[config.mk]
export PLATFORM = sky130hd
export DESIGN_NAME = encoder_period_speed_position_top
export DESIGN_NICKNAME = d
export VERILOG_FILES = /design/src/rtl/eps_pkg.sv /design/src/rtl/encoder_period_speed_position_top.sv
export SDC_FILE = /design/constraint.sdc
export NUM_CORES = 2
export LEC_CHECK = 0
export ABC_CLOCK_PERIOD_IN_PS = 14320
export CORE_MARGIN = 3
export CORE_UTILIZATION = 60
export CTS_BUF_LIST = sky130_fd_sc_hd__clkbuf_4 sky130_fd_sc_hd__clkbuf_8
export DETAILED_ROUTE_END_ITERATION = 10
export DONT_BUFFER_PORTS = 1
export GPL_TIMING_DRIVEN = 1
export PLACE_DENSITY = 0.76
export SLEW_MARGIN = 20
export SYNTH_ARGS = -nofsm -noshare
export SYNTH_HDL_FRONTEND = slang
export SYNTH_SLANG_ARGS = --single-unit
[constraint.sdc]
create_clock -name aclk -period 14.32 [get_ports aclk]
set_input_delay 0.716 -clock aclk [delete_from_list [all_inputs] [get_ports aclk]]
set_output_delay 0.716 -clock aclk [all_outputs]
set_load 0.005 [all_outputs]
[src/rtl/eps_pkg.sv]
// types, codes and constants for the encoder period speed and position block
// no dependencies; imported by encoder_period_speed_position_top and the testbench files
package eps_pkg;

    // input item function codes
    localparam logic FUNC_CAPTURE = 1'b0;
    localparam logic FUNC_TICK    = 1'b1;

    // configuration register indexes
    localparam int CFG_IDX_BITS = 2;
    localparam logic [CFG_IDX_BITS-1:0] CFG_RPM_NUMERATOR     = 2'd0;
    localparam logic [CFG_IDX_BITS-1:0] CFG_SPEED_LIMIT       = 2'd1;
    localparam logic [CFG_IDX_BITS-1:0] CFG_SPEED_FLOOR       = 2'd2;
    localparam logic [CFG_IDX_BITS-1:0] CFG_RADIANS_PER_COUNT = 2'd3;
    localparam int CFG_DATA_BITS = 31;

    // register widths and reset values
    localparam int NUM_BITS   = 24;
    localparam int LIMIT_BITS = 31;
    localparam int FLOOR_BITS = 16;
    localparam int RPC_BITS   = 24;
    localparam logic [NUM_BITS-1:0]   RPM_NUMERATOR_RST     = 24'd12600000;
    localparam logic [LIMIT_BITS-1:0] SPEED_LIMIT_RST       = 31'd1536000;
    localparam logic [FLOOR_BITS-1:0] SPEED_FLOOR_RST       = 16'd3;
    localparam logic [RPC_BITS-1:0]   RADIANS_PER_COUNT_RST = 24'd263536;

    // datapath widths
    localparam int SPEED_BITS = 32;
    localparam int POS_BITS   = 32;
    localparam int ANGLE_BITS = 48;
    localparam int PROD_BITS  = POS_BITS + RPC_BITS;
    localparam int FRAC_DROP  = 8;

    // sequencer states
    typedef enum logic [2:0] {
        ST_IDLE,
        ST_DIV,
        ST_CHECK,
        ST_FLOOR,
        ST_MUL,
        ST_ROUND,
        ST_OUT
    } state_t;

    typedef struct packed {
        logic               func;
        logic [15:0]        edge_period;
        logic               counting_down;
        logic signed [15:0] count_delta;
    } in_item_t;

    typedef struct packed {
        logic signed [SPEED_BITS-1:0] speed;
        logic signed [POS_BITS-1:0]   position;
        logic signed [ANGLE_BITS-1:0] angle;
    } out_item_t;

endpackage

[src/rtl/encoder_period_speed_position_top.sv]
// encoder period speed and position: one channel, shared sequencer datapath
// Sequence: a capture runs ST_MUL, ST_ROUND, ST_OUT; a tick runs ST_FLOOR before them,
// and with a nonzero pending period ST_DIV (restoring divide, one quotient bit a cycle)
// and ST_CHECK first. The next item is taken the cycle after the result enters the output
// register, later while that register waits on m_ready.
// Reset (aresetn low, synchronous) clears state and position, loads register defaults.
module encoder_period_speed_position_top
    import eps_pkg::*;
#(
    parameter int PERIOD_BITS = 16
) (
    input  logic                     aclk,
    input  logic                     aresetn,
    // configuration write port
    input  logic                     cfg_we,
    input  logic [CFG_IDX_BITS-1:0]  cfg_index,
    input  logic [CFG_DATA_BITS-1:0] cfg_wdata,
    // input channel
    input  logic                     s_valid,
    output logic                     s_ready,
    input  in_item_t                 s_data,
    // result channel
    output logic                     m_valid,
    input  logic                     m_ready,
    output out_item_t                m_data
);

    localparam int QUO_BITS = SPEED_BITS;
    localparam int CNT_BITS = $clog2(QUO_BITS);
    localparam logic [CNT_BITS-1:0] CNT_LAST = CNT_BITS'(QUO_BITS - 1);

    // configuration registers
    logic [NUM_BITS-1:0]   rpm_numerator_reg;
    logic [LIMIT_BITS-1:0] speed_limit_reg;
    logic [FLOOR_BITS-1:0] speed_floor_reg;
    logic [RPC_BITS-1:0]   rpc_reg;

    // channel state
    state_t                  state_reg, state_next;
    logic [PERIOD_BITS-1:0]  period_reg, period_next;
    logic                    down_reg, down_next;
    logic                    pending_reg, pending_next;
    logic [SPEED_BITS-1:0]   speed_reg, speed_next;
    logic [POS_BITS-1:0]     count_reg, count_next;

    // shared datapath registers
    logic [QUO_BITS-1:0]     dvd_reg, dvd_next;
    logic [PERIOD_BITS-1:0]  rem_reg, rem_next;
    logic [CNT_BITS-1:0]     cnt_reg, cnt_next;
    logic [PROD_BITS-1:0]    prod_reg, prod_next;
    logic                    neg_reg, neg_next;
    logic [ANGLE_BITS-1:0]   rnd_reg, rnd_next;
    logic                    m_valid_reg, m_valid_next;
    out_item_t               m_data_reg, m_data_next;

    // combinational helpers
    logic [PERIOD_BITS:0]    rem_shift;
    logic                    q_bit;
    logic [SPEED_BITS-1:0]   speed_mag;
    logic [POS_BITS-1:0]     pos_mag;
    logic                    out_free;
    logic                    in_xfer;

    assign s_ready  = (state_reg == ST_IDLE);
    assign in_xfer  = s_valid && s_ready;
    assign out_free = !m_valid_reg || m_ready;
    assign m_valid  = m_valid_reg;
    assign m_data   = m_data_reg;

    assign rem_shift  = {rem_reg, dvd_reg[QUO_BITS-1]};
    assign q_bit      = (rem_shift >= {1'b0, period_reg});
    assign speed_mag  = speed_reg[SPEED_BITS-1] ? (~speed_reg + 1'b1) : speed_reg;
    assign pos_mag    = count_reg[POS_BITS-1] ? (~count_reg + 1'b1) : count_reg;

    // configuration writes
    always_ff @(posedge aclk) begin
        if (!aresetn) begin
            rpm_numerator_reg <= RPM_NUMERATOR_RST;
            speed_limit_reg   <= SPEED_LIMIT_RST;
            speed_floor_reg   <= SPEED_FLOOR_RST;
            rpc_reg           <= RADIANS_PER_COUNT_RST;
        end else if (cfg_we) begin
            case (cfg_index)
                CFG_RPM_NUMERATOR:     rpm_numerator_reg <= cfg_wdata[NUM_BITS-1:0];
                CFG_SPEED_LIMIT:       speed_limit_reg   <= cfg_wdata[LIMIT_BITS-1:0];
                CFG_SPEED_FLOOR:       speed_floor_reg   <= cfg_wdata[FLOOR_BITS-1:0];
                CFG_RADIANS_PER_COUNT: rpc_reg           <= cfg_wdata[RPC_BITS-1:0];
                default: ;
            endcase
        end
    end

    // state registers
    always_ff @(posedge aclk) begin
        if (!aresetn) begin
            state_reg   <= ST_IDLE;
            period_reg  <= '0;
            down_reg    <= 1'b0;
            pending_reg <= 1'b0;
            speed_reg   <= '0;
            count_reg   <= '0;
            m_valid_reg <= 1'b0;
        end else begin
            state_reg   <= state_next;
            period_reg  <= period_next;
            down_reg    <= down_next;
            pending_reg <= pending_next;
            speed_reg   <= speed_next;
            count_reg   <= count_next;
            m_valid_reg <= m_valid_next;
        end
    end

    // datapath registers
    always_ff @(posedge aclk) begin
        dvd_reg    <= dvd_next;
        rem_reg    <= rem_next;
        cnt_reg    <= cnt_next;
        prod_reg   <= prod_next;
        neg_reg    <= neg_next;
        rnd_reg    <= rnd_next;
        m_data_reg <= m_data_next;
    end

    // sequencer
    always_comb begin
        state_next   = state_reg;
        period_next  = period_reg;
        down_next    = down_reg;
        pending_next = pending_reg;
        speed_next   = speed_reg;
        count_next   = count_reg;
        dvd_next     = dvd_reg;
        rem_next     = rem_reg;
        cnt_next     = cnt_reg;
        prod_next    = prod_reg;
        neg_next     = neg_reg;
        rnd_next     = rnd_reg;
        m_data_next  = m_data_reg;
        m_valid_next = m_valid_reg && !m_ready;

        case (state_reg)
            ST_IDLE: begin
                if (in_xfer) begin
                    if (s_data.func == FUNC_CAPTURE) begin
                        // store the capture and move the position
                        period_next  = PERIOD_BITS'(s_data.edge_period);
                        down_next    = s_data.counting_down;
                        pending_next = 1'b1;
                        count_next   = count_reg
                                     + {{(POS_BITS-16){s_data.count_delta[15]}},
                                        s_data.count_delta};
                        state_next   = ST_MUL;
                    end else if (pending_reg) begin
                        pending_next = 1'b0;
                        if (period_reg == '0) begin
                            speed_next = '0;
                            state_next = ST_FLOOR;
                        end else begin
                            // start divide of numerator * 256 by the period
                            dvd_next   = {rpm_numerator_reg, {FRAC_DROP{1'b0}}};
                            rem_next   = '0;
                            cnt_next   = '0;
                            state_next = ST_DIV;
                        end
                    end else begin
                        state_next = ST_FLOOR;
                    end
                end
            end

            // one restoring divide step per cycle
            ST_DIV: begin
                rem_next = q_bit ? rem_shift[PERIOD_BITS-1:0] - period_reg
                                 : rem_shift[PERIOD_BITS-1:0];
                dvd_next = {dvd_reg[QUO_BITS-2:0], q_bit};
                cnt_next = cnt_reg + 1'b1;
                if (cnt_reg == CNT_LAST) begin
                    state_next = ST_CHECK;
                end
            end

            // limit check and direction
            ST_CHECK: begin
                if (dvd_reg > {1'b0, speed_limit_reg}) begin
                    speed_next = '0;
                end else begin
                    speed_next = down_reg ? (~dvd_reg + 1'b1) : dvd_reg;
                end
                state_next = ST_FLOOR;
            end

            // small magnitudes go to zero
            ST_FLOOR: begin
                if (speed_mag < {{(SPEED_BITS-FLOOR_BITS){1'b0}}, speed_floor_reg}) begin
                    speed_next = '0;
                end
                state_next = ST_MUL;
            end

            // position magnitude times angle per count
            ST_MUL: begin
                prod_next  = PROD_BITS'(pos_mag) * PROD_BITS'(rpc_reg);
                neg_next   = count_reg[POS_BITS-1];
                state_next = ST_ROUND;
            end

            // drop eight fraction bits, rounding the magnitude up when negative
            ST_ROUND: begin
                rnd_next = prod_reg[FRAC_DROP +: ANGLE_BITS]
                         + {{(ANGLE_BITS-1){1'b0}},
                            (neg_reg && (prod_reg[FRAC_DROP-1:0] != '0))};
                state_next = ST_OUT;
            end

            // hand the result to the output register
            ST_OUT: begin
                if (out_free) begin
                    m_data_next.speed    = speed_reg;
                    m_data_next.position = count_reg;
                    m_data_next.angle    = neg_reg ? (~rnd_reg + 1'b1) : rnd_reg;
                    m_valid_next         = 1'b1;
                    state_next           = ST_IDLE;
                end
            end

            default: begin
                state_next = ST_IDLE;
            end
        endcase
    end

endmodule

; After elaboration in Yosys (flattened, before gate mapping)
; Index checks and enable logic that the tools add are counted.
[word_totals]
register_bits = 451
word_cells = 114
in_bits = 72
output_inout_bits = 114
[classes]
mux = 37
reduce_logical = 22
n_mul = 1
n_eq_ne = 18
addsub = 8
bitwise_logic = 5
order_cmp = 3
[ops]
columns = op, count
row1 = $mux 32, 13
row2 = $add 32x1->32 const B, 3
row3 = $not 32->32, 3
row4 = $pmux 32 s3, 1
row5 = $mux 16, 5
row6 = $pmux 32 s2, 1
row7 = $mul 32x24->56, 1
row8 = $add 48x1->48, 1
row9 = $add 48x1->48 const B, 1
row10 = $mux 48, 1
row11 = $not 48->48, 1
row12 = $add 32x32->32, 1
row13 = $gt 32x31->1, 1
row14 = $lt 32x16->1, 1
row15 = $pmux 16 s2, 1
row16 = $pmux 3 s7, 1
row17 = $mux 5, 4
row18 = $ge 17x16->1, 1
row19 = $logic_not 16->1, 1
row20 = $sub 16x16->16, 1
row21 = $mux 3, 5
row22 = $reduce_and 2->1, 6
row23 = $pmux 5 s2, 1
row24 = $eq 3x3->1 const B, 3
row25 = 22 further kinds, 36

; Logic depth before layout (Yosys ltp)
[logic_depth]
ltp_word = 6
ltp_mapped = 37
depth_no_buf = 34

; Worst setup path before layout
; No wires, ideal clock.
[synth_path]
path_type = register to register
from = register count_reg[8]
to = register prod_reg[50], data pin
t_arrival_ns = 9.078
path_stages_with_launch = 33
required_time_ns = 14.060
slack_ns = 4.982
path_cell_list = dfxtp_1 or4_1 nor4_1 nand3_1 nor2_1 nand2_1 or4_1 o31ai_1 xnor2_1 clkbuf_1 and2_1 fa_1 fa_1 inv_1 fa_1 fa_1 inv_1 fa_1 fa_1 inv_1 fa_1 inv_1 ha_1 clkbuf_1 nand4_1 or4_1 a211oi_1 o2111ai_1 a21oi_1 nor4_1 o311ai_0 a21boi_0 xnor2_1
[synth_between]
elab_chain_len = 4
[synth_rtl]
columns = element, line_no
row1 = "start, declared", encoder_period_speed_position_top.sv:44  ; logic [POS_BITS-1:0] count_reg, count_next;
row2 = "start signal, assigned", encoder_period_speed_position_top.sv:109  ; count_reg <= count_next;
row3 = $not 32->32, encoder_period_speed_position_top.sv:73  ; assign pos_mag = count_reg[POS_BITS-1] ? (~count_reg + 1'b1) : count_reg;
row4 = $add 32x1->32, encoder_period_speed_position_top.sv:73
row5 = $mux 32 *, encoder_period_speed_position_top.sv:73
row6 = $mul 32x24->56 *, encoder_period_speed_position_top.sv:203  ; prod_next = PROD_BITS'(pos_mag) * PROD_BITS'(rpc_reg);
row7 = "end signal, assigned", encoder_period_speed_position_top.sv:119  ; prod_reg <= prod_next;
row8 = "end, declared", encoder_period_speed_position_top.sv:50  ; logic [PROD_BITS-1:0] prod_reg, prod_next;
; Mark *: on every way between the ends. The rest lies on a longest branch, timed or not.
; A chain may end at the register's enable or synchronous reset.

; Worst setup path after layout
[layout_path]
from = register count_reg[9]
to = register prod_reg[55], data pin
; The elaborated chain is that of the path after synthesis.

==> impl_metrics.py <==
metrics = {
    "run_status": {
        "status": "completed",
    },
    "placed_design": {
        "dpl_cell_area_sq_um": 48300,
        "dp_hpwl_microns": 86000,
        "place_congestion": 0.905,
        "numPortBuffers": 0,
        "placedCellCount": 5867,
    },
    "worst_setup_path": {
        "cp_common_cell": "fa_1",
        "worstSetupPathType": "reg -> reg",
        "cp-end-kind": "flop",
        "critPathArrivalTime_ns": 10.69,
        "slowest_stage": "or4_1",
        "max_stage_delay_ns": 0.61,
        "rr_startpoint": "count_reg[9]",
        "critPathRequiredTime_ns": 14.72,
        "ff2ff_setup_slack_ns": 4.03,
        "start_kind": "flop",
        "crit_path_max_fanout": 24,
        "cp-startpoint": "count_reg[9]",
    },
    "cells_and_area": {
        "fin_cells": 6010,
        "nets": 5920,
        "fillCellCount": 6307,
        "final_layout_size_suffix_gt1_frac": 0.0519,
        "largest_register_ffs": 112,
        "fin_area_sq_um": 49900,
        "syn_to_final_growth_pct": 6.05,
    },
    "sta": {
        "finalSetupTns_ns": 0,
        "fin_worst_skew_ns": 0.0793,
        "hold_viol": 0,
        "fin_crit_sh": 0.718,
        "tightest_slew_ns": 1.10,
        "setup_viol": 0,
        "fin_crit_ns": 10.29,
        "relSlewSlack": 0.265,
        "timing.fmax_mhz": 97.2,
        "rsz0062_at_grt": "false",
        "report.final.slew_viol_count": 0,
    },
    "yosys": {
        "yosysWarnings": 0,
        "synth_flop_cell": "edfxtp_1",
        "syn_nets": 6009,
        "synth_cell_type_count": 74,
        "synth_top_area_share": 0.281,
        "ys_ff_latch": 451,
        "postSynthAreaPerCell_sq_um": 9.42,
        "synth_xor_area_frac": 0.0471,
        "synth_edf_count": 270,
        "ys_seq_area_frac": 0.249,
        "synth_simple_gate_area_share": 0.174,
        "synth_top_family_by_area": "adder cells",
        "ys_async_sr_fraction": 0,
        "syn_inst": 4994,
        "yosysTopAreaCell": "fa_1",
        "synthAdderAreaFrac": 0.356,
        "synth_compound_area_frac": 0.0863,
        "synthTopCellsByArea": "fa_1, edfxtp_1, dfxtp_1, ha_1, nand2_1",
        "synthMuxAreaShare": 0.00404,
        "syn-cell-area_sq_um": 47000,
    },
    "floorplanning": {
        "die_h_microns": 286,
        "die_w_microns": 286,
        "num_rows": 102,
        "io_pins": 186,
        "start_util": 0.606,
        "dieArea_sq_um": 81800,
        "core_area_sq_um": 77600,
    },
    "grt": {
        "grt_pass1_wl_microns": 186000,
        "grt_max_degree": 154,
        "top_usage_layer": "met2",
        "track_usage": 0.284,
        "grt_pass1_vias": 35100,
        "met1_usage": 0.369,
        "gr-usage-met3": 0.0487,
        "grt_antenna_before_repair": 2,
        "grt_util_met2": 0.468,
        "grt.overflow.total": 0,
    },
    "clock_network": {
        "cts_sinks": 451,
        "postCtsSetupBuffers": 0,
        "cts_buffer_depth": 3,
        "clock-root-buffer": "clkbuf_8",
        "cts_resized": 0,
        "h-tree-depth": 3,
        "clkTransAtPathRegs_ns": 0.06,
        "hold_buffers": 0,
        "cts_inserted_buffers": 76,
        "insertion_delay_ns": 0.73,
        "cts_tree": "yes",
    },
    "worst_hold_path": {
        "hold_class": "in -> reg",
        "hp-start": "aresetn",
    },
    "pwr": {
        "irDropWorstVdd_mv": 0.119,
        "p_per_area_nw_per_um2": 118,
        "p_leak_uw": 0.0229,
    },
    "routing": {
        "routedWlPerCell_microns": 19.0,
        "first_pass_iters": 5,
        "drtAntennaViolNets": 0,
        "drc": 0,
        "vias": 34500,
        "wirelength_microns": 114000,
        "drt_iter0_drc": 2281,
        "vias_per_cell": 5.74,
    },
    "flow_run": {
        "drv_cap": 0,
    },
}
## worst max-delay path, delay by kind of cell, from the launching register on
kind                     cells  cell delay [ns]
AO/OA/AOI/OAI                7             2.20
adder cells (fa/ha/maj)      8             3.82
buffers and inverters        5             0.52
XOR/XNOR                     2             0.23
flip-flops                   1             0.38
AND/OR/NAND/NOR             10             2.80
## cell usage in the layout (no fill, tap or decap), drive strengths merged, types with 19 or more instances in the layout
cell type and instances:
buf 68, a21o 58, dfxtp 181, a21boi 109, and2 406, o21ai 123, and3 20, or4 21
xnor2 177, nor2 115, clkbuf 101, nand2 844, clkinv 28, inv 812, fa 660, a21oi 97
nor2b 23, or3 35, nand3 74, mux2i 19, xor2 76, nor4 22, edfxtp 270, ha 283
nand4 32, nor3 37, o31ai 40, nand2b 24, o2bb2ai 31
## metrics by stage
stage,hold slack [ns],util,power [uW],setup WS [ns]
final,0.0682,0.643,5900,4.03
after global routing,0.0451,0.643,6370,3.44
after CTS,0.0460,0.643,5920,4.06
after detailed placement,0.455,0.622,4690,4.10
after global placement,0.447,0.622,4600,4.37
after floorplan,0.406,-,3840,4.98
## final timing paths
| kind | end | cells after the start |
|---|---|---|
| worst max-delay path | prod_reg[55] | 32 |
| worst min-delay path | rpm_numerator_reg[14] | 1 |
| worst max register to register | prod_reg[55] | 32 |
| worst min register to register | rpm_numerator_reg[10] | 2 |
## report_power, final
part	switching, uW	total (uW)	internal, uW	leakage (uW)
combinational	1850	2970	1120	0.0181
clock	579	1230	647	0.000837
sequential	125	1700	1580	0.00394
total	2550	5900	3350	0.0229
## cell usage after synthesis (8+ instances only)
cell,n
or3_1,31
o2bb2ai_1,31
a221oi_1,8
nand4_1,32
o31ai_1,40
nor3_1,37
nor4_1,22
clkbuf_1,229
and3_1,20
a21o_1,58
xnor2_1,177
nand2_1,844
inv_1,806
o21bai_1,13
o41ai_1,17
xor2_1,76
dfxtp_1,181
or4_1,20
o21a_1,17
nor2b_1,23
nand2b_1,22
mux2i_1,19
nor2_1,115
a21oi_1,97
nand3_1,74
fa_1,660
o211ai_1,15
a211oi_1,17
edfxtp_1,270
o21ai_0,119
and2_1,406
ha_1,283
a21boi_0,109
and4_1,8
## final cells by class
| cell class | count | area [sq um] | area share |
|---|---|---|---|
| clock buffer | 101 | 1260 | 0.0254 |
| timing repair buffer | 68 | 510 | 0.0102 |
| sequential | 451 | 11700 | 0.235 |
| multi-input combinational | 3502 | 31700 | 0.636 |
| inverter | 806 | 3030 | 0.0606 |
| antenna | 3 | 7.51 | 0.000150 |
| clock inverter | 39 | 335 | 0.00672 |
| tap | 1040 | 1300 | 0.0261 |
## metal layers
metal | share of wire | vias to the layer above
li1 | - | 15700
met1 | 0.40 | 17100
met2 | 0.48 | 1373
met3 | 0.069 | 362
met4 | 0.050 | 0
met5 | 0 | -
## logic make-up (layout without fill, tap and decap cells)
kind of cell,count (synthesis),in the layout
XOR/XNOR,253,253
multiplexers,19,19
other,0,3
AND/OR/NAND/NOR,1692,1692
flip-flops,451,451
adder cells (fa/ha/maj),943,943
AO/OA/AOI/OAI,595,595
buffers and inverters,1041,1014
Power figures use the tool's default switching activity.
